<file path="src/hw/rtl/bedh_pkg.sv">
`default_nettype none

package bedh_pkg;

   localparam int EDGE_W  = 11;
   localparam int AGE_W   = 11;
   localparam int SLOT_W  = 5;
   localparam int CNT_W   = 32;
   localparam int TOT_W   = 48;
   localparam int NB_W    = 5;
   localparam int LIM_W   = 17;
   localparam int PADDR_W = 3;
   localparam int PDATA_W = 32;

   localparam logic [EDGE_W-1:0]  OPEN_END       = EDGE_W'(2000);
   localparam logic [PADDR_W-1:0] CSR_NUM_BREAKS = '0;

   typedef enum logic [1:0] {
      REQ_LOAD  = 2'd0,
      REQ_ADD   = 2'd1,
      REQ_READ  = 2'd2,
      REQ_CLEAR = 2'd3
   } req_kind_type;

   typedef enum logic [1:0] {
      ST_OK         = 2'd0,
      ST_AGE_RANGE  = 2'd1,
      ST_EDGE_ORDER = 2'd2,
      ST_SLOT_RANGE = 2'd3
   } status_type;

   typedef enum logic [2:0] {
      S_IDLE,
      S_LOAD_CHK,
      S_SCAN,
      S_TOT_ADD,
      S_READ_TOT,
      S_READ_LO,
      S_READ_UP,
      S_RESULT
   } state_type;

   typedef struct packed {
      logic rd_en;
      logic wr_en;
   } edge_ctl_type;

   typedef struct packed {
      logic rd_en;
      logic wr_en;
      logic clr;
   } tot_ctl_type;

endpackage

`default_nettype wire

</file>
<file path="src/hw/rtl/bedh_edge_mem.sv">
`default_nettype none

module bedh_edge_mem
   import bedh_pkg::*;
#(
   parameter int DEPTH = 16,
   parameter int AW    = 4
) (
   input  wire logic              clock,
   input  wire edge_ctl_type      ctl,
   input  wire logic [AW-1:0]     addr,
   input  wire logic [EDGE_W-1:0] wdata,
   output logic      [EDGE_W-1:0] rdata
);

   logic [EDGE_W-1:0] mem_ff [DEPTH];
   logic [EDGE_W-1:0] rdata_ff;

   always_ff @(posedge clock) begin
      if (ctl.wr_en) begin
         mem_ff[addr] <= wdata;
      end
      if (ctl.rd_en) begin
         rdata_ff <= mem_ff[addr];
      end
   end

   assign rdata = rdata_ff;

endmodule

`default_nettype wire

</file>
<file path="src/hw/rtl/bedh_tot_mem.sv">
`default_nettype none

module bedh_tot_mem
   import bedh_pkg::*;
#(
   parameter int DEPTH = 17,
   parameter int AW    = 5
) (
   input  wire logic                    clock,
   input  wire logic                    reset,
   input  wire tot_ctl_type             ctl,
   input  wire logic [AW-1:0]           addr,
   input  wire logic signed [TOT_W-1:0] wdata,
   output logic signed      [TOT_W-1:0] rdata
);

   logic signed [TOT_W-1:0] mem_ff [DEPTH];
   logic signed [TOT_W-1:0] rdata_ff;
   logic [DEPTH-1:0]        valid_ff;

   // an entry without its valid bit reads as zero; clear drops all bits at once
   always_ff @(posedge clock) begin
      if (reset || ctl.clr) begin
         valid_ff <= '0;
      end else if (ctl.wr_en) begin
         valid_ff[addr] <= 1'b1;
      end
   end

   always_ff @(posedge clock) begin
      if (ctl.wr_en) begin
         mem_ff[addr] <= wdata;
      end
      if (ctl.rd_en) begin
         rdata_ff <= valid_ff[addr] ? mem_ff[addr] : '0;
      end
   end

   assign rdata = rdata_ff;

endmodule

`default_nettype wire

</file>
<file path="src/hw/rtl/bedh_seq.sv">
`default_nettype none

module bedh_seq
   import bedh_pkg::*;
#(
   parameter int MAX_EDGES = 16,
   parameter int AGE_LIMIT = 2000,
   parameter int EAW       = 4,
   parameter int IW        = 5,
   parameter int CW        = 6
) (
   input  wire logic                    clock,
   input  wire logic                    reset,
   input  wire logic [NB_W-1:0]         num_breaks,

   input  wire logic                    req_valid,
   output logic                         req_ready,
   input  wire logic [1:0]              req_type,
   input  wire logic [SLOT_W-1:0]       req_slot,
   input  wire logic [EDGE_W-1:0]       req_edge_value,
   input  wire logic [AGE_W-1:0]        req_age,
   input  wire logic                    req_age_missing,
   input  wire logic signed [CNT_W-1:0] req_count,

   output edge_ctl_type                 edge_ctl,
   output logic [EAW-1:0]               edge_addr,
   output logic [EDGE_W-1:0]            edge_wdata,
   input  wire logic [EDGE_W-1:0]       edge_rdata,

   output tot_ctl_type                  tot_ctl,
   output logic [IW-1:0]                tot_addr,
   output logic signed [TOT_W-1:0]      tot_wdata,
   input  wire logic signed [TOT_W-1:0] tot_rdata,

   output logic                         rsp_valid,
   input  wire logic                    rsp_ready,
   output logic [1:0]                   rsp_status,
   output logic [SLOT_W-1:0]            rsp_group,
   output logic signed [TOT_W-1:0]      rsp_total,
   output logic [EDGE_W-1:0]            rsp_group_lower,
   output logic [EDGE_W-1:0]            rsp_group_upper
);

   localparam logic signed [TOT_W-1:0] TOT_MAX = {1'b0, {(TOT_W-1){1'b1}}};
   localparam logic signed [TOT_W-1:0] TOT_MIN = {1'b1, {(TOT_W-1){1'b0}}};

   state_type state_ff, state_in;

   logic [SLOT_W-1:0]       slot_ff, slot_in;
   logic [EDGE_W-1:0]       edge_ff, edge_in;
   logic [AGE_W-1:0]        age_ff, age_in;
   logic signed [CNT_W-1:0] count_ff, count_in;
   logic [CW-1:0]           ptr_ff, ptr_in;

   status_type              res_status_ff, res_status_in;
   logic [SLOT_W-1:0]       res_group_ff, res_group_in;
   logic signed [TOT_W-1:0] res_total_ff, res_total_in;
   logic [EDGE_W-1:0]       res_lo_ff, res_lo_in;
   logic [EDGE_W-1:0]       res_up_ff, res_up_in;

   logic                    rsp_valid_ff, rsp_valid_in;
   status_type              rsp_status_ff, rsp_status_in;
   logic [SLOT_W-1:0]       rsp_group_ff, rsp_group_in;
   logic signed [TOT_W-1:0] rsp_total_ff, rsp_total_in;
   logic [EDGE_W-1:0]       rsp_lo_ff, rsp_lo_in;
   logic [EDGE_W-1:0]       rsp_up_ff, rsp_up_in;

   logic [CW-1:0]           n_use;
   logic [CW-1:0]           slot_req_w;
   logic [CW-1:0]           slot_w;
   logic [CW-1:0]           ptr_next;
   logic                    age_hi_req;
   logic                    edge_hi_req;
   logic                    age_ge;
   logic signed [TOT_W:0]   sum_w;
   logic signed [TOT_W-1:0] sat_sum;

   // edges in use: zero acts as one, clamp at the table depth
   always_comb begin
      if (num_breaks == '0) begin
         n_use = CW'(1);
      end else if (CW'(num_breaks) > CW'(MAX_EDGES)) begin
         n_use = CW'(MAX_EDGES);
      end else begin
         n_use = CW'(num_breaks);
      end
   end

   assign slot_req_w  = CW'(req_slot);
   assign slot_w      = CW'(slot_ff);
   assign ptr_next    = ptr_ff + CW'(1);
   assign age_hi_req  = LIM_W'(req_age) >= LIM_W'(AGE_LIMIT);
   assign edge_hi_req = LIM_W'(req_edge_value) >= LIM_W'(AGE_LIMIT);
   assign age_ge      = age_ff >= edge_rdata;

   assign sum_w = (TOT_W+1)'(tot_rdata) + (TOT_W+1)'(count_ff);

   always_comb begin
      if (sum_w[TOT_W] != sum_w[TOT_W-1]) begin
         sat_sum = sum_w[TOT_W] ? TOT_MIN : TOT_MAX;
      end else begin
         sat_sum = sum_w[TOT_W-1:0];
      end
   end

   always_comb begin
      state_in      = state_ff;
      slot_in       = slot_ff;
      edge_in       = edge_ff;
      age_in        = age_ff;
      count_in      = count_ff;
      ptr_in        = ptr_ff;
      res_status_in = res_status_ff;
      res_group_in  = res_group_ff;
      res_total_in  = res_total_ff;
      res_lo_in     = res_lo_ff;
      res_up_in     = res_up_ff;
      rsp_valid_in  = rsp_valid_ff;
      rsp_status_in = rsp_status_ff;
      rsp_group_in  = rsp_group_ff;
      rsp_total_in  = rsp_total_ff;
      rsp_lo_in     = rsp_lo_ff;
      rsp_up_in     = rsp_up_ff;

      req_ready  = 1'b0;
      edge_ctl   = '0;
      edge_addr  = '0;
      edge_wdata = edge_ff;
      tot_ctl    = '0;
      tot_addr   = '0;
      tot_wdata  = sat_sum;

      if (rsp_valid_ff && rsp_ready) begin
         rsp_valid_in = 1'b0;
      end

      unique case (state_ff)
         S_IDLE: begin
            req_ready = 1'b1;
            if (req_valid) begin
               slot_in       = req_slot;
               edge_in       = req_edge_value;
               age_in        = req_age;
               count_in      = req_count;
               res_status_in = ST_OK;
               res_group_in  = req_slot;
               res_total_in  = '0;
               res_lo_in     = '0;
               res_up_in     = '0;
               state_in      = S_RESULT;
               unique case (req_kind_type'(req_type))
                  REQ_LOAD: begin
                     priority if (slot_req_w >= n_use) begin
                        res_status_in = ST_SLOT_RANGE;
                     end else if (edge_hi_req) begin
                        res_status_in = ST_EDGE_ORDER;
                     end else if (req_slot == '0) begin
                        edge_ctl.wr_en = 1'b1;
                        edge_wdata     = req_edge_value;
                     end else begin
                        // check against the edge below before writing
                        edge_ctl.rd_en = 1'b1;
                        edge_addr      = EAW'(slot_req_w - CW'(1));
                        state_in       = S_LOAD_CHK;
                     end
                  end
                  REQ_ADD: begin
                     res_group_in = '0;
                     priority if (!req_age_missing && age_hi_req) begin
                        res_status_in = ST_AGE_RANGE;
                     end else if (req_age_missing) begin
                        tot_ctl.rd_en = 1'b1;
                        tot_addr      = IW'(n_use);
                        ptr_in        = n_use;
                        state_in      = S_TOT_ADD;
                     end else begin
                        edge_ctl.rd_en = 1'b1;
                        ptr_in         = '0;
                        state_in       = S_SCAN;
                     end
                  end
                  REQ_READ: begin
                     priority if (slot_req_w > n_use) begin
                        res_status_in = ST_SLOT_RANGE;
                     end else if (slot_req_w == n_use) begin
                        tot_ctl.rd_en = 1'b1;
                        tot_addr      = IW'(slot_req_w);
                        state_in      = S_READ_TOT;
                     end else begin
                        edge_ctl.rd_en = 1'b1;
                        edge_addr      = EAW'(slot_req_w);
                        tot_ctl.rd_en  = 1'b1;
                        tot_addr       = IW'(slot_req_w);
                        state_in       = S_READ_LO;
                     end
                  end
                  REQ_CLEAR: begin
                     res_group_in = '0;
                     tot_ctl.clr  = 1'b1;
                  end
               endcase
            end
         end

         S_LOAD_CHK: begin
            state_in = S_RESULT;
            if (edge_ff <= edge_rdata) begin
               res_status_in = ST_EDGE_ORDER;
            end else begin
               edge_ctl.wr_en = 1'b1;
               edge_addr      = EAW'(slot_w);
            end
         end

         // edge_rdata holds the edge at ptr_ff
         S_SCAN: begin
            priority if (ptr_ff == '0 && !age_ge) begin
               tot_ctl.rd_en = 1'b1;
               tot_addr      = IW'(n_use);
               ptr_in        = n_use;
               state_in      = S_TOT_ADD;
            end else if (!age_ge) begin
               tot_ctl.rd_en = 1'b1;
               tot_addr      = IW'(ptr_ff - CW'(1));
               ptr_in        = ptr_ff - CW'(1);
               state_in      = S_TOT_ADD;
            end else if (ptr_next < n_use) begin
               edge_ctl.rd_en = 1'b1;
               edge_addr      = EAW'(ptr_next);
               ptr_in         = ptr_next;
            end else begin
               tot_ctl.rd_en = 1'b1;
               tot_addr      = IW'(ptr_ff);
               state_in      = S_TOT_ADD;
            end
         end

         S_TOT_ADD: begin
            tot_ctl.wr_en = 1'b1;
            tot_addr      = IW'(ptr_ff);
            res_group_in  = SLOT_W'(ptr_ff);
            res_total_in  = sat_sum;
            state_in      = S_RESULT;
         end

         S_READ_TOT: begin
            res_total_in = tot_rdata;
            state_in     = S_RESULT;
         end

         S_READ_LO: begin
            res_total_in = tot_rdata;
            res_lo_in    = edge_rdata;
            if (slot_w + CW'(1) < n_use) begin
               edge_ctl.rd_en = 1'b1;
               edge_addr      = EAW'(slot_w + CW'(1));
               state_in       = S_READ_UP;
            end else begin
               res_up_in = OPEN_END;
               state_in  = S_RESULT;
            end
         end

         S_READ_UP: begin
            res_up_in = edge_rdata;
            state_in  = S_RESULT;
         end

         S_RESULT: begin
            if (!rsp_valid_ff || rsp_ready) begin
               rsp_valid_in  = 1'b1;
               rsp_status_in = res_status_ff;
               rsp_group_in  = res_group_ff;
               rsp_total_in  = res_total_ff;
               rsp_lo_in     = res_lo_ff;
               rsp_up_in     = res_up_ff;
               state_in      = S_IDLE;
            end
         end

         default: begin
            state_in = S_IDLE;
         end
      endcase
   end

   always_ff @(posedge clock) begin
      if (reset) begin
         state_ff     <= S_IDLE;
         rsp_valid_ff <= 1'b0;
      end else begin
         state_ff     <= state_in;
         rsp_valid_ff <= rsp_valid_in;
      end
   end

   always_ff @(posedge clock) begin
      slot_ff       <= slot_in;
      edge_ff       <= edge_in;
      age_ff        <= age_in;
      count_ff      <= count_in;
      ptr_ff        <= ptr_in;
      res_status_ff <= res_status_in;
      res_group_ff  <= res_group_in;
      res_total_ff  <= res_total_in;
      res_lo_ff     <= res_lo_in;
      res_up_ff     <= res_up_in;
      rsp_status_ff <= rsp_status_in;
      rsp_group_ff  <= rsp_group_in;
      rsp_total_ff  <= rsp_total_in;
      rsp_lo_ff     <= rsp_lo_in;
      rsp_up_ff     <= rsp_up_in;
   end

   assign rsp_valid       = rsp_valid_ff;
   assign rsp_status      = rsp_status_ff;
   assign rsp_group       = rsp_group_ff;
   assign rsp_total       = rsp_total_ff;
   assign rsp_group_lower = rsp_lo_ff;
   assign rsp_group_upper = rsp_up_ff;

endmodule

`default_nettype wire

</file>
<file path="src/hw/rtl/break_edge_histogram.sv">
// Channel    Direction  Handshake            Carries
// request    in         req_valid/req_ready  type, slot, edge, age, missing flag, count
// response   out        rsp_valid/rsp_ready  status, group, total, group bounds
// csr        in/out     psel/penable/pready  num_breaks at byte address 0
//
// One request at a time. An add with a missing age goes straight to its total; an add with
// an age in range scans the edges from edge 0 up to the first edge above the age or the last
// edge in use, one per cycle through the single read port of the edge memory.
// A new request is taken while the previous response waits on rsp_ready.
// Reset is synchronous; totals read as zero after reset, edges are undefined.
`default_nettype none

module break_edge_histogram
   import bedh_pkg::*;
#(
   parameter int MAX_EDGES = 16,
   parameter int AGE_LIMIT = 2000
) (
   input  wire logic                    clock,
   input  wire logic                    reset,

   input  wire logic                    psel,
   input  wire logic                    penable,
   input  wire logic                    pwrite,
   input  wire logic [PADDR_W-1:0]      paddr,
   input  wire logic [PDATA_W-1:0]      pwdata,
   output logic      [PDATA_W-1:0]      prdata,
   output logic                         pready,

   input  wire logic                    req_valid,
   output logic                         req_ready,
   input  wire logic [1:0]              req_type,
   input  wire logic [SLOT_W-1:0]       req_slot,
   input  wire logic [EDGE_W-1:0]       req_edge_value,
   input  wire logic [AGE_W-1:0]        req_age,
   input  wire logic                    req_age_missing,
   input  wire logic signed [CNT_W-1:0] req_count,

   output logic                         rsp_valid,
   input  wire logic                    rsp_ready,
   output logic [1:0]                   rsp_status,
   output logic [SLOT_W-1:0]            rsp_group,
   output logic signed [TOT_W-1:0]      rsp_total,
   output logic [EDGE_W-1:0]            rsp_group_lower,
   output logic [EDGE_W-1:0]            rsp_group_upper
);

   localparam int EAW = (MAX_EDGES > 1) ? $clog2(MAX_EDGES) : 1;
   localparam int IW  = $clog2(MAX_EDGES + 1);
   localparam int CW  = (IW + 1 > 6) ? IW + 1 : 6;

   logic [NB_W-1:0] num_breaks_ff, num_breaks_in;
   logic            csr_wr;

   edge_ctl_type            edge_ctl;
   logic [EAW-1:0]          edge_addr;
   logic [EDGE_W-1:0]       edge_wdata;
   logic [EDGE_W-1:0]       edge_rdata;
   tot_ctl_type             tot_ctl;
   logic [IW-1:0]           tot_addr;
   logic signed [TOT_W-1:0] tot_wdata;
   logic signed [TOT_W-1:0] tot_rdata;

   assign pready = 1'b1;
   assign csr_wr = psel && penable && pwrite && pready;

   always_comb begin
      num_breaks_in = num_breaks_ff;
      if (csr_wr && paddr == CSR_NUM_BREAKS) begin
         num_breaks_in = pwdata[NB_W-1:0];
      end
   end

   always_ff @(posedge clock) begin
      if (reset) begin
         num_breaks_ff <= NB_W'(1);
      end else begin
         num_breaks_ff <= num_breaks_in;
      end
   end

   assign prdata = (paddr == CSR_NUM_BREAKS) ? PDATA_W'(num_breaks_ff) : '0;

   bedh_seq #(
      .MAX_EDGES (MAX_EDGES),
      .AGE_LIMIT (AGE_LIMIT),
      .EAW       (EAW),
      .IW        (IW),
      .CW        (CW)
   ) u_seq (
      .clock           (clock),
      .reset           (reset),
      .num_breaks      (num_breaks_ff),
      .req_valid       (req_valid),
      .req_ready       (req_ready),
      .req_type        (req_type),
      .req_slot        (req_slot),
      .req_edge_value  (req_edge_value),
      .req_age         (req_age),
      .req_age_missing (req_age_missing),
      .req_count       (req_count),
      .edge_ctl        (edge_ctl),
      .edge_addr       (edge_addr),
      .edge_wdata      (edge_wdata),
      .edge_rdata      (edge_rdata),
      .tot_ctl         (tot_ctl),
      .tot_addr        (tot_addr),
      .tot_wdata       (tot_wdata),
      .tot_rdata       (tot_rdata),
      .rsp_valid       (rsp_valid),
      .rsp_ready       (rsp_ready),
      .rsp_status      (rsp_status),
      .rsp_group       (rsp_group),
      .rsp_total       (rsp_total),
      .rsp_group_lower (rsp_group_lower),
      .rsp_group_upper (rsp_group_upper)
   );

   bedh_edge_mem #(
      .DEPTH (MAX_EDGES),
      .AW    (EAW)
   ) u_edge_mem (
      .clock (clock),
      .ctl   (edge_ctl),
      .addr  (edge_addr),
      .wdata (edge_wdata),
      .rdata (edge_rdata)
   );

   bedh_tot_mem #(
      .DEPTH (MAX_EDGES + 1),
      .AW    (IW)
   ) u_tot_mem (
      .clock (clock),
      .reset (reset),
      .ctl   (tot_ctl),
      .addr  (tot_addr),
      .wdata (tot_wdata),
      .rdata (tot_rdata)
   );

endmodule

`default_nettype wire

</file>
<file path="config.mk">
export PLATFORM = sky130hd
export DESIGN_NAME = break_edge_histogram
export DESIGN_NICKNAME = d
export VERILOG_FILES = /design/src/hw/rtl/bedh_pkg.sv /design/src/hw/rtl/bedh_edge_mem.sv /design/src/hw/rtl/bedh_tot_mem.sv /design/src/hw/rtl/bedh_seq.sv /design/src/hw/rtl/break_edge_histogram.sv
export SDC_FILE = /design/constraint.sdc
export NUM_CORES = 1
export LEC_CHECK = 0
export ABC_AREA = 1
export BUFFER_PORTS_ARGS = -buffer_cell sky130_fd_sc_hd__buf_2
export CORE_ASPECT_RATIO = 1.4
export CORE_MARGIN = 4
export CORE_UTILIZATION = 45
export DETAILED_ROUTE_END_ITERATION = 10
export PLACE_DENSITY = 0.65
export SYNTH_ARGS = -nofsm -noshare
export SYNTH_HDL_FRONTEND = slang
export SYNTH_SLANG_ARGS = --single-unit
</file>
<file path="constraint.sdc">
create_clock -name clock -period 8.3 [get_ports clock]
set_input_delay 1.66 -clock clock [delete_from_list [all_inputs] [get_ports clock]]
set_output_delay 1.66 -clock clock [all_outputs]
set_load 0.02 [all_outputs]
</file>
* Yosys cells after proc, flatten, opt, wreduce, memory -nomap -nowiden
Memories as Yosys holds them, arrays and structs flattened. A register that Yosys moved wholly into a read port is not among the register bits.
Index checks and enable logic that the tools add are counted.
** Word-level totals
- Output and inout bits :: 112
- Bits of input ports :: 104
- Register bits :: 245
- Logic and storage cells :: 211
- Memories :: 2
- Bits in writable memories :: 992
** Operators by class
- Eq/ne operators :: 20
- Reductions and logical operators :: 37
- Mux-type cells :: 116
- $add $sub $neg :: 5
- $lt $le $gt $ge :: 11
- Bitwise operators :: 1
** Memories
- u_tot_mem.mem_ff :: depth 17, width 48, read ports 1, clocked after Yosys merged registers in 1, wr ports 1, line bedh_tot_mem.sv:17 : logic signed [TOT_W-1:0] mem_ff [DEPTH];
- u_edge_mem.mem_ff :: depth 16, width 11, read ports 1, clocked after Yosys merged registers in 1, wr ports 1, line bedh_edge_mem.sv:16 : logic [EDGE_W-1:0] mem_ff [DEPTH];
** Operator list (number)
- 48-bit 2-to-1 mux :: 3
- 48-bit one-hot mux with 3 select lines :: 1
- 11-bit 2-to-1 mux :: 8
- 5-bit 2-to-1 mux :: 11
- 48-bit by 32-bit adder with 49-bit output :: 1
- 6-bit 2-to-1 mux :: 8
- 4-bit 2-to-1 mux :: 11
- 1-bit 2-to-1 mux :: 37
- 11-bit one-hot mux with 3 select lines :: 1
- 3-bit 2-to-1 mux :: 9
- 11-bit >= comparator (second input constant) :: 2
- 11-bit one-hot mux with 2 select lines :: 1
- 5-bit one-hot mux with 2 select lines :: 2
- 2-bit 2-to-1 mux :: 9
- 17-bit OR :: 1
- 4-bit one-hot mux with 4 select lines :: 1
- 3-bit one-hot mux with 5 select lines :: 1
- 5-bit one-hot mux with 3 select lines :: 1
- 3-bit == test (second input constant) :: 4
- 6-bit < comparator :: 2
- 6-bit one-hot mux with 2 select lines :: 1
- 11-bit >= comparator :: 1
- 11-bit <= comparator :: 1
- 5-bit zero test :: 2
- other kinds (39) :: 71

* Logic depth before layout (Yosys ltp)
Gate-level depths: netlist of run 1.
- Depth after elaboration :: 13
- Gate-level depth with buffers :: 26
- Depth with buffers taken out :: 25

* Hierarchy
Synthesis of run 1 repeated with hierarchy kept, for this count alone.
** Second synthesis, totals
- Cell total of the unflattened synthesis :: 5832
- Area total of the unflattened synthesis :: 58705.1 sq um
** Modules (own cells, without submodules)
- bedh_tot_mem :: sequential area each 26285.2 sq um, instances 1, area each 35241.3 sq um, cells an instance 3128
- bedh_seq :: sequential area each 6656.4 sq um, instances 1, area each 14825.5 sq um, cells an instance 1881
- bedh_edge_mem :: sequential area each 5615.4 sq um, instances 1, area each 8109.0 sq um, cells an instance 745
- break_edge_histogram :: sequential area each 100.1 sq um, instances 1, area each 529.3 sq um, cells an instance 78

* Worst setup path before layout of run 1
Ideal clock, no wire load.
- Path kind :: input to register
- Start point :: input req_valid
- End point :: memory u_tot_mem.mem_ff[14][0], enable pin
- Stages :: 12
- Arrival time :: 6.485 ns
- Slack :: 1.359 ns
- Required time :: 7.844 ns
- Library setup time :: 0.456 ns
- Path buffers :: 2
- Cell sequence :: inv_1 > nor2_2 > nand2_1 > inv_1 > nand2_1 > nand3_4 > inv_4 > nor2_4 > buf_6 > buf_6 > nand2_2 > nor2_1
** Between the ends
- Longest elaborated chain between the ends :: 2
** RTL lines
- start, declared :: line break_edge_histogram.sv:30 : input wire logic req_valid,
- 5-bit 2-to-1 mux :: line bedh_seq.sv:140 : if (req_valid) begin
- 5-bit one-hot mux with 3 select lines :: line bedh_seq.sv:137 : unique case (state_ff)
- end, declared :: line bedh_tot_mem.sv:17
No other way between the ends.

* Worst setup path after layout of run 1
- Start point :: register u_seq.ptr_ff[0]
- End point :: memory u_edge_mem.mem_ff[80][3] (netlist: u_edge_mem.mem_ff[10][3]), enable pin
** Between the ends
- Longest elaborated chain between the ends :: 6
- Elaborated cells between the ends (all ways) :: 8
- Those cells by class :: 1 x add/sub; 1 x order compare; 4 x mux; 2 x reduce/logical
** RTL lines
- start, declared :: line bedh_seq.sv:53 : logic [CW-1:0] ptr_ff, ptr_in;
- start signal, assigned :: line bedh_seq.sv:302 : ptr_ff <= ptr_in;
- 6-bit by 1-bit adder with 6-bit output :: line bedh_seq.sv:91 : assign ptr_next = ptr_ff + CW'(1);
- 6-bit < comparator :: line bedh_seq.sv:227 : end else if (ptr_next < n_use) begin
- 4-bit 2-to-1 mux :: line bedh_seq.sv:227
- 4-bit 2-to-1 mux :: line bedh_seq.sv:222 : end else if (!age_ge) begin
- 4-bit 2-to-1 mux (*) :: line bedh_seq.sv:217 : priority if (ptr_ff == '0 && !age_ge) begin
- 4-bit one-hot mux with 4 select lines (*) :: line bedh_seq.sv:137
- end, declared :: line bedh_edge_mem.sv:16
Every way passes the cells marked *; elsewhere a longest branch is shown, timed or not.

==> results of run 1 <==
worst register-to-register path, stage by stage, from the launching register on:
cell      delay [ns]
edfxtp_1        0.53
ha_1            0.29
nand3_1         0.10
xor2_1          0.26
inv_1           0.08
ha_1            0.30
inv_1           0.04
nor2_1          0.12
nor3_2          0.06
nand2_2         0.15
nor2_1          0.13
nand3_2         0.07
buf_4           0.48
nand2_2         0.51
inv_2           0.77
nand3_1         0.40
nor2_1          0.95
cell type report:
| cell class | count | area, um^2 | area share (%) |
|---|---|---|---|
| diodes | 1 | 2.50 | 0.00399 |
| flip-flops and latches | 1296 | 38700 | 61.7 |
| clock inverters | 66 | 826 | 1.32 |
| well taps | 1627 | 2040 | 3.25 |
| repair buffers | 228 | 1450 | 2.31 |
| multi-input cells | 3485 | 15800 | 25.3 |
| clock buffers | 149 | 3140 | 5.01 |
| inverters | 189 | 721 | 1.15 |
kinds of logic after synthesis:
logic type,share of synthesized area [%]
AO/OA/AOI/OAI,2.39
XOR/XNOR,0.872
adder cells (fa/ha/maj),2.11
buffers and inverters,3.66
flip-flops,68.8
other,0.0134
AND/OR/NAND/NOR,22.2
per-layer routing:
metal	track usage [%]	vias to the layer above
met1	29.8	18400
met3	2.83	339
met5	0	-
met2	41.1	1624
met4	9.00	0
li1	-	17700
layout by cell type, fill, tap and decap left out, types with 26 or more instances in the layout:
| cell type | n |
|---|---|
| conb_1 | 28 |
| nor2_4 | 34 |
| inv_1 | 172 |
| xor2_1 | 36 |
| buf_2 | 160 |
| nand2_1 | 2331 |
| o21ai_0 | 72 |
| a21oi_1 | 86 |
| edfxtp_1 | 1270 |
| nand3_1 | 251 |
| clkbuf_16 | 119 |
| nand4_1 | 118 |
| buf_4 | 57 |
| ha_1 | 93 |
| dfxtp_1 | 26 |
| nor2_1 | 269 |
sequential cells by signal, summed over array words and instances, names as in the netlist, 6 cells and up:
name	count
u_edge_mem.mem_ff	176
u_edge_mem.rdata	11
u_seq.age_ff	11
u_seq.count_ff	32
u_seq.edge_ff	11
u_seq.ptr_ff	6
u_seq.res_lo_ff	11
u_seq.res_total_ff	48
u_seq.res_up_ff	11
u_seq.rsp_group_lower	11
u_seq.rsp_group_upper	11
u_seq.rsp_total	48
u_tot_mem.mem_ff	816
u_tot_mem.rdata	48
u_tot_mem.valid_ff	17
worst min path at each step:
stage / to
2_1_floorplan: u_seq.rsp_group[0]
3_3_place_gp: u_seq.rsp_total[38]
3_5_place_dp: u_seq.rsp_group[3]
4_1_cts: u_seq.rsp_total[19]
5_1_grt: u_seq.rsp_total[46]
6_report: u_seq.rsp_group_lower[1]
through the flow:
step                      area [um^2]  utilization (%)  setup WS, ns  instances
final                           62700             50.4          2.65       7041
after global placement          58700             47.2          1.99       6825
after floorplan                 56300                -          1.36       5209
after CTS                       62700             50.4          2.60       7040
after detailed placement        58700             47.2          2.00       6825
after global routing            62700             50.4          2.22       7040
report_power, final:
| part | switching [W] | internal [W] | leakage (nW) |
|---|---|---|---|
| clock | 0.00242 | 0.00321 | 1.94 |
| combinational | 0.00692 | 0.00188 | 10.6 |
| sequential | 0.000266 | 0.0100 | 11.7 |
| total | 0.00960 | 0.0151 | 24.2 |
==> run_results.csv, run 1 <==
group,metric,value,unit
setup_path,worstSetupEndpoint,"u_edge_mem.mem_ff[10][3]",
setup_path,reg2reg_depth,16,
setup_path,crit_path_end_kind,"register",
setup_path,critPathKind,"reg2reg",
logic_synthesis,synth_area_leaders,"edfxtp_1, nand2_1, nand3_1, ha_1, nor2_1",
logic_synthesis,yosysWarnings,0,
logic_synthesis,synth_commonest_cells,"nand2_1, edfxtp_1, nor2_1",
run,cap_violations,0,
final_layout,drive_gt1_share,9.37,%
clocking,post_cts_buffers,0,
timing,final-hold-violation-count,0,
floorplanning,die_h,426,um
timing,rsz0062_at_grt,"no",
final_layout,num-fill-cells,10700,
final_layout,nNetsFinal,5516,
logic_synthesis,synth_edf_count,1270,
route,wl_met3,11300,um
route,met1Wirelength,60000,um
hold_path,min_from,"u_seq.res_lo_ff[1]",
pwr,total_power,0.0247,W
pwr,vdd_drop_max,447,uV
route,firstDrtPassIters,6,
timing,maxSlewHeadroom,25.2,%
timing,worstMarginPinSlew,1.12,ns
logic_synthesis,synth_cell_types,58,
route,wl,155000,um
pwr,leakagePower,24.2,nW
route,drt-vias-per-instance,5.41,
logic_synthesis,synth_seq_cells,1296,
clocking,numCtsBuffers,118,
route,drt_iter0_markers,3816,
route,postRouteAntennaNets,0,
floorplanning,rows,153,
setup_path,r2r_start,"u_seq.ptr_ff[0]",
clocking,path_clk_slew,0.07,ns
placement,dp.final_hpwl,90300,um
timing,hold-worst-slack,0.418,ns
route,highest_layer,"met4",
setup_path,startpoint,"u_seq.ptr_ff[0]",
timing,tns,0,ns
global_route,grt_max_degree,118,
pwr,power.density,395,nW/um^2
setup_path,crit_slowest_cell,"nor2_1",
clocking,cts-root-buf,"clkbuf_16",
hold_path,whs_path_depth,0,
timing,setup_viol,0,
route,routed-wl-met2,77300,um
clocking,cts_tree,"done",
status,status,"complete, no violations",
placement,gp_congestion,0.953,
logic_synthesis,yosysMostFrequentCell,"nand2_1",
global_route,grt_pass1_wl,229000,um
clocking,cts_hold_buf,0,
setup_path,regToRegSetupSlack,2.65,ns
setup_path,cp_max_fo,48,
setup_path,cpLargestDelayFamily,"simple AND/OR/NAND/NOR gates",
global_route,grt-ovfl-total,0,
final_layout,area_growth_syn_to_layout,11.5,%
clocking,clock_path_buffers,3,
setup_path,critical_path.n_buffers_inverters,4,
setup_path,cp.required,8.68,ns
timing,fin_skew,0.0250,ns
global_route,antenna_found_initial,3,
logic_synthesis,yosysTopAreaCellShare,67.8,%
floorplanning,die-width,307,um
logic_synthesis,async_flop_share,0,%
setup_path,start_kind,"register",
logic_synthesis,synth_area,56200,um^2
clocking,cts_resized,0,
hold_path,min_path_type,"reg2reg",
setup_path,worst_r2r_endpoint,"u_edge_mem.mem_ff[10][3]",
logic_synthesis,ys_seq_area_share,68.8,%
logic_synthesis,yosysTopAreaCell,"edfxtp_1",
setup_path,crit_top_cell,"nor2_1",
floorplanning,dieArea,131000,um^2
setup_path,max_stage_delay,0.95,ns
global_route,grt_usage,23.4,%
setup_path,crit_arrival,6.02,ns
route,via_count,38100,
placement,port_buffers,160,
timing,max_freq,177,MHz
setup_path,crit_cells,16,
logic_synthesis,synth-main-ff-cell,"edfxtp_1",
floorplanning,core_area,124000,um^2
clocking,cts.sinks,1296,
timing,fin_crit_sh,68.0,%
timing,final.min_clock_period,5.65,ns
clocking,clkLatencyLatePin,0.76,ns
floorplanning,start_util,45.2,%
route,routedWlPerCell,22.0,um
logic_synthesis,syn_inst,5183,
floorplanning,ios,216,
clocking,cts_max_level,3,
route,drc,0,
setup_path,path_cells,"ha_1, nand3_1, xor2_1, inv_1, ha_1, inv_1, nor2_1, nor3_2, nand2_2, nor2_1, nand3_2, buf_4, nand2_2, inv_2, nand3_1, nor2_1",
logic_synthesis,syn_area_per_cell,10.8,um^2
global_route,grt_pass1_vias,36700,
timing,final-max-slew-violation-count,0,
No activity file was read; power rests on OpenSTA's default activity.
==> run 2: changes to the inputs <==
- ABC_AREA: 1 -> 0
- PLACE_DENSITY: 0.65 -> 0.68
- clock period: 8.3 -> 5.05 ns (I/O delays scaled with it)
==> run 2 against run 1 <==
Net effect: utilization increased by 2.0 points; worst hold slack got worse by 0.00071 ns; flip-flop and latch count unchanged; routed wire length decreased by 2.9%; maximum frequency increased by 15%; register-to-register slack got worse by 2.5 ns; setup slack got worse by 2.5 ns; non-clock buffer count increased by 181; cell count decreased by 17%; count of clock-buffer cells in the layout decreased by 10; highest routed layer unchanged.
==> run_results.csv, run 2 <==
group,metric,value,unit
pwr,clockPowerShare,32.1,%
setup_path,cp.required,5.53,ns
route,wl,150000,um
clocking,cts_hold_buf,0,
clocking,cts_max_level,3,
setup_path,crit_cells,15,
logic_synthesis,synth_seq_cells,1296,
setup_path,cpLargestDelayFamily,"compound AO/OA/AOI/OAI gates",
floorplanning,rows,150,
floorplanning,start_util,45.2,%
setup_path,critical_path.n_buffers_inverters,3,
floorplanning,ios,216,
final_layout,regMostFlops,"u_tot_mem.mem_ff",
timing,fin_skew,0.0486,ns
timing,rsz0062_at_grt,"no",
logic_synthesis,syn_inst,3854,
placement,dp.cells,5641,
pwr,netSwitchingPower,0.00805,W
final_layout,largest_register_ffs,816,
placement,gp_congestion,0.907,
clocking,cts_tree,"done",
route,routedWlPerCell,25.6,um
logic_synthesis,yosysMostFrequentCell,"edfxtp_1",
placement,place_ws,0.210,ns
logic_synthesis,synth_area,54000,um^2
timing,setup_viol,0,
route,drt-vias-per-instance,5.82,
logic_synthesis,syn_area_per_cell,14.0,um^2
final_layout,antenna_cells,0,
floorplanning,dieArea,126000,um^2
route,postRouteAntennaNets,0,
setup_path,cp_max_fo,17,
global_route,grt_pass1_vias,32800,
timing,final.min_clock_period,4.89,ns
final_layout,nNetsFinal,4362,
floorplanning,core_area,119000,um^2
placement,post_dp_cell_area,58600,um^2
pwr,p_comb_share,19.7,%
floorplanning,die_h,418,um
route,firstDrtPassIters,6,
final_layout,layout.cells.non_filler,5861,
timing,max_freq,205,MHz
final_layout,layout_common_cells,"edfxtp_1, nand2_1, a21oi_1",
clocking,clkLatencyLatePin,0.76,ns
route,via_count,34100,
logic_synthesis,yosysTopAreaCell,"edfxtp_1",
setup_path,max_stage_delay,0.70,ns
final_layout,drive_gt1_share,16.8,%
final_layout,num-fill-cells,9781,
route,drt_iter0_markers,3465,
hold_path,whs_path_depth,0,
clocking,cts.sinks,1296,
setup_path,path_cells,"ha_1, inv_1, fa_1, nand2b_1, a21oi_1, o21ai_0, a2111oi_0, buf_4, o21ai_0, o41ai_1, nor2b_1, a21oi_1, xnor2_1, maj3_1, buf_4",
status,status,"complete, no violations",
pwr,vdd_drop_max,312,uV
pwr,leakagePower,21.5,nW
timing,fin_crit_sh,96.8,%
setup_path,crit_path_end_kind,"register",
final_layout,biggestRegsByFlops,"u_tot_mem.mem_ff: 816 flops, u_edge_mem.mem_ff: 176 flops",
timing,worstMarginPinSlew,1.10,ns
pwr,total_power,0.0281,W
setup_path,crit_arrival,5.37,ns
global_route,grt_usage,23.4,%
logic_synthesis,ys_seq_area_share,71.6,%
clocking,cts-root-buf,"clkbuf_16",
clocking,clock_path_buffers,3,
pwr,power.density,449,nW/um^2
global_route,grt_pass1_wl,216000,um
logic_synthesis,synth-main-ff-cell,"edfxtp_1",
pwr,p_int,0.0200,W
logic_synthesis,synth_commonest_cells,"edfxtp_1, nand2_1, a21oi_1",
final_layout,area_growth_syn_to_layout,15.8,%
logic_synthesis,synth_edf_count,1270,
final_layout,final_area,62500,um^2
clocking,numCtsBuffers,117,
global_route,grt_max_degree,81,
logic_synthesis,synth_cell_types,78,
floorplanning,die-width,301,um
run,cap_violations,0,
logic_synthesis,async_flop_share,0,%
global_route,antenna_found_initial,3,
global_route,grt-ovfl-total,0,
setup_path,critPathKind,"reg2reg",
setup_path,start_kind,"register",
timing,worst_slack,0.160,ns
hold_path,min_path_type,"reg2reg",
logic_synthesis,yosysWarnings,0,
timing,final-hold-violation-count,0,
final_layout,final_common_cell,"edfxtp_1",
logic_synthesis,yosysTopAreaCellShare,70.6,%
timing,final-max-slew-violation-count,0,
logic_synthesis,synth_area_leaders,"edfxtp_1, nand2_1, mux2i_1, ha_1, a21oi_1",
setup_path,reg2reg_depth,15,
pwr,sw_frac_of_total,28.7,%
setup_path,crit_slowest_cell,"o41ai_1",
clocking,path_clk_slew,0.06,ns
route,drc,0,
timing,hold-worst-slack,0.417,ns
placement,port_buffers,160,
pwr,power_frac_seq,48.2,%
timing,maxSlewHeadroom,26.4,%
placement,dp.final_hpwl,94500,um
==> run 2: cell types whose count changed after synthesis, moves of 47 or more <==
cell / previous run / this run
nor2_1: 287 / 154
clkbuf_1: 61 / 140
buf_2: 91 / 44
and3_1: 2 / 56
nand3_1: 253 / 167
mux2_2: 0 / 67
a21oi_1: 86 / 219
o22ai_1: 6 / 100
nand2_1: 2333 / 614
inv_1: 174 / 43
mux2i_1: 0 / 198
nand4_1: 118 / 10
==> run 2: power groups by stage <==
stage | registers, W | logic [W] | clock network (W)
floorplan | 0.0137 | 0.00312 | 0
global placement | 0.0138 | 0.00536 | 0
detailed placement | 0.0138 | 0.00545 | 0
CTS | 0.0135 | 0.00548 | 0.00917
global route | 0.0135 | 0.00591 | 0.00963
finish | 0.0135 | 0.00553 | 0.00903
==> run 2: logic make-up after synthesis <==
family | synth area share [%]
compound gates | 8.07
xor+xnor | 0.843
fa+ha+maj | 2.60
other cells | 0.0139
buf+inv | 2.36
simple gates | 9.42
mux | 5.10
flops | 71.6
==> run 2: worst paths after layout <==
kind              slack, ns                   endpoint           startpoint
hold / removal         0.42  u_seq.rsp_group_lower[10]  u_seq.res_lo_ff[10]
setup reg to reg       0.16   u_tot_mem.mem_ff[10][38]   u_tot_mem.rdata[0]
setup / recovery       0.16   u_tot_mem.mem_ff[10][38]   u_tot_mem.rdata[0]
hold reg to reg        0.42  u_seq.rsp_group_lower[10]  u_seq.res_lo_ff[10]
==> run 2: area by class of cell <==
cell class                 count  area (um^2)  share of cell area [%]
inverter                      43          165                   0.264
clock inverter                81          875                    1.40
tap                         1596         2000                    3.19
clock buffer                 139         3030                    4.85
sequential                  1296        38700                    61.8
timing repair buffer         409         3300                    5.27
multi-input combinational   2297        14500                    23.2
==> run 2: timing repair <==
action / in CTS / in global routing
endpoints found under the setup margin: 0 / 5
gates resized for setup: 0 / 1
endpoints found under the hold margin: 0 / 0
buffers inserted: 0 / 0
==> run 2: worst register-to-register path: stages, from the launching register on <==
cell and delay [ns]:
edfxtp_1 0.54, ha_1 0.29, inv_1 0.08, fa_1 0.37
nand2b_1 0.20, a21oi_1 0.17, o21ai_0 0.16, a2111oi_0 0.44
buf_4 0.23, o21ai_0 0.24, o41ai_1 0.70, nor2b_1 0.30
a21oi_1 0.12, xnor2_1 0.16, maj3_1 0.41, buf_4 0.22
==> run 2: stage by stage <==
step | utilization, % | TNS, ns
finish | 52.4 | 0
global placement | 49.1 | 0
floorplan | - | -21.70
CTS | 52.4 | 0
detailed placement | 49.1 | 0
global route | 52.4 | 0
==> run 2: per-layer routing <==
metal / up-vias / routed length, um / global-route usage, % / share of wire, %
met5: - / 0 / 0 / 0
met4: 0 / 6770 / 10.2 / 4.5
met3: 304 / 11900 / 3.28 / 7.9
met2: 1628 / 74000 / 39.8 / 49
met1: 17000 / 57700 / 29.9 / 38
li1: 15200 / - / - / -
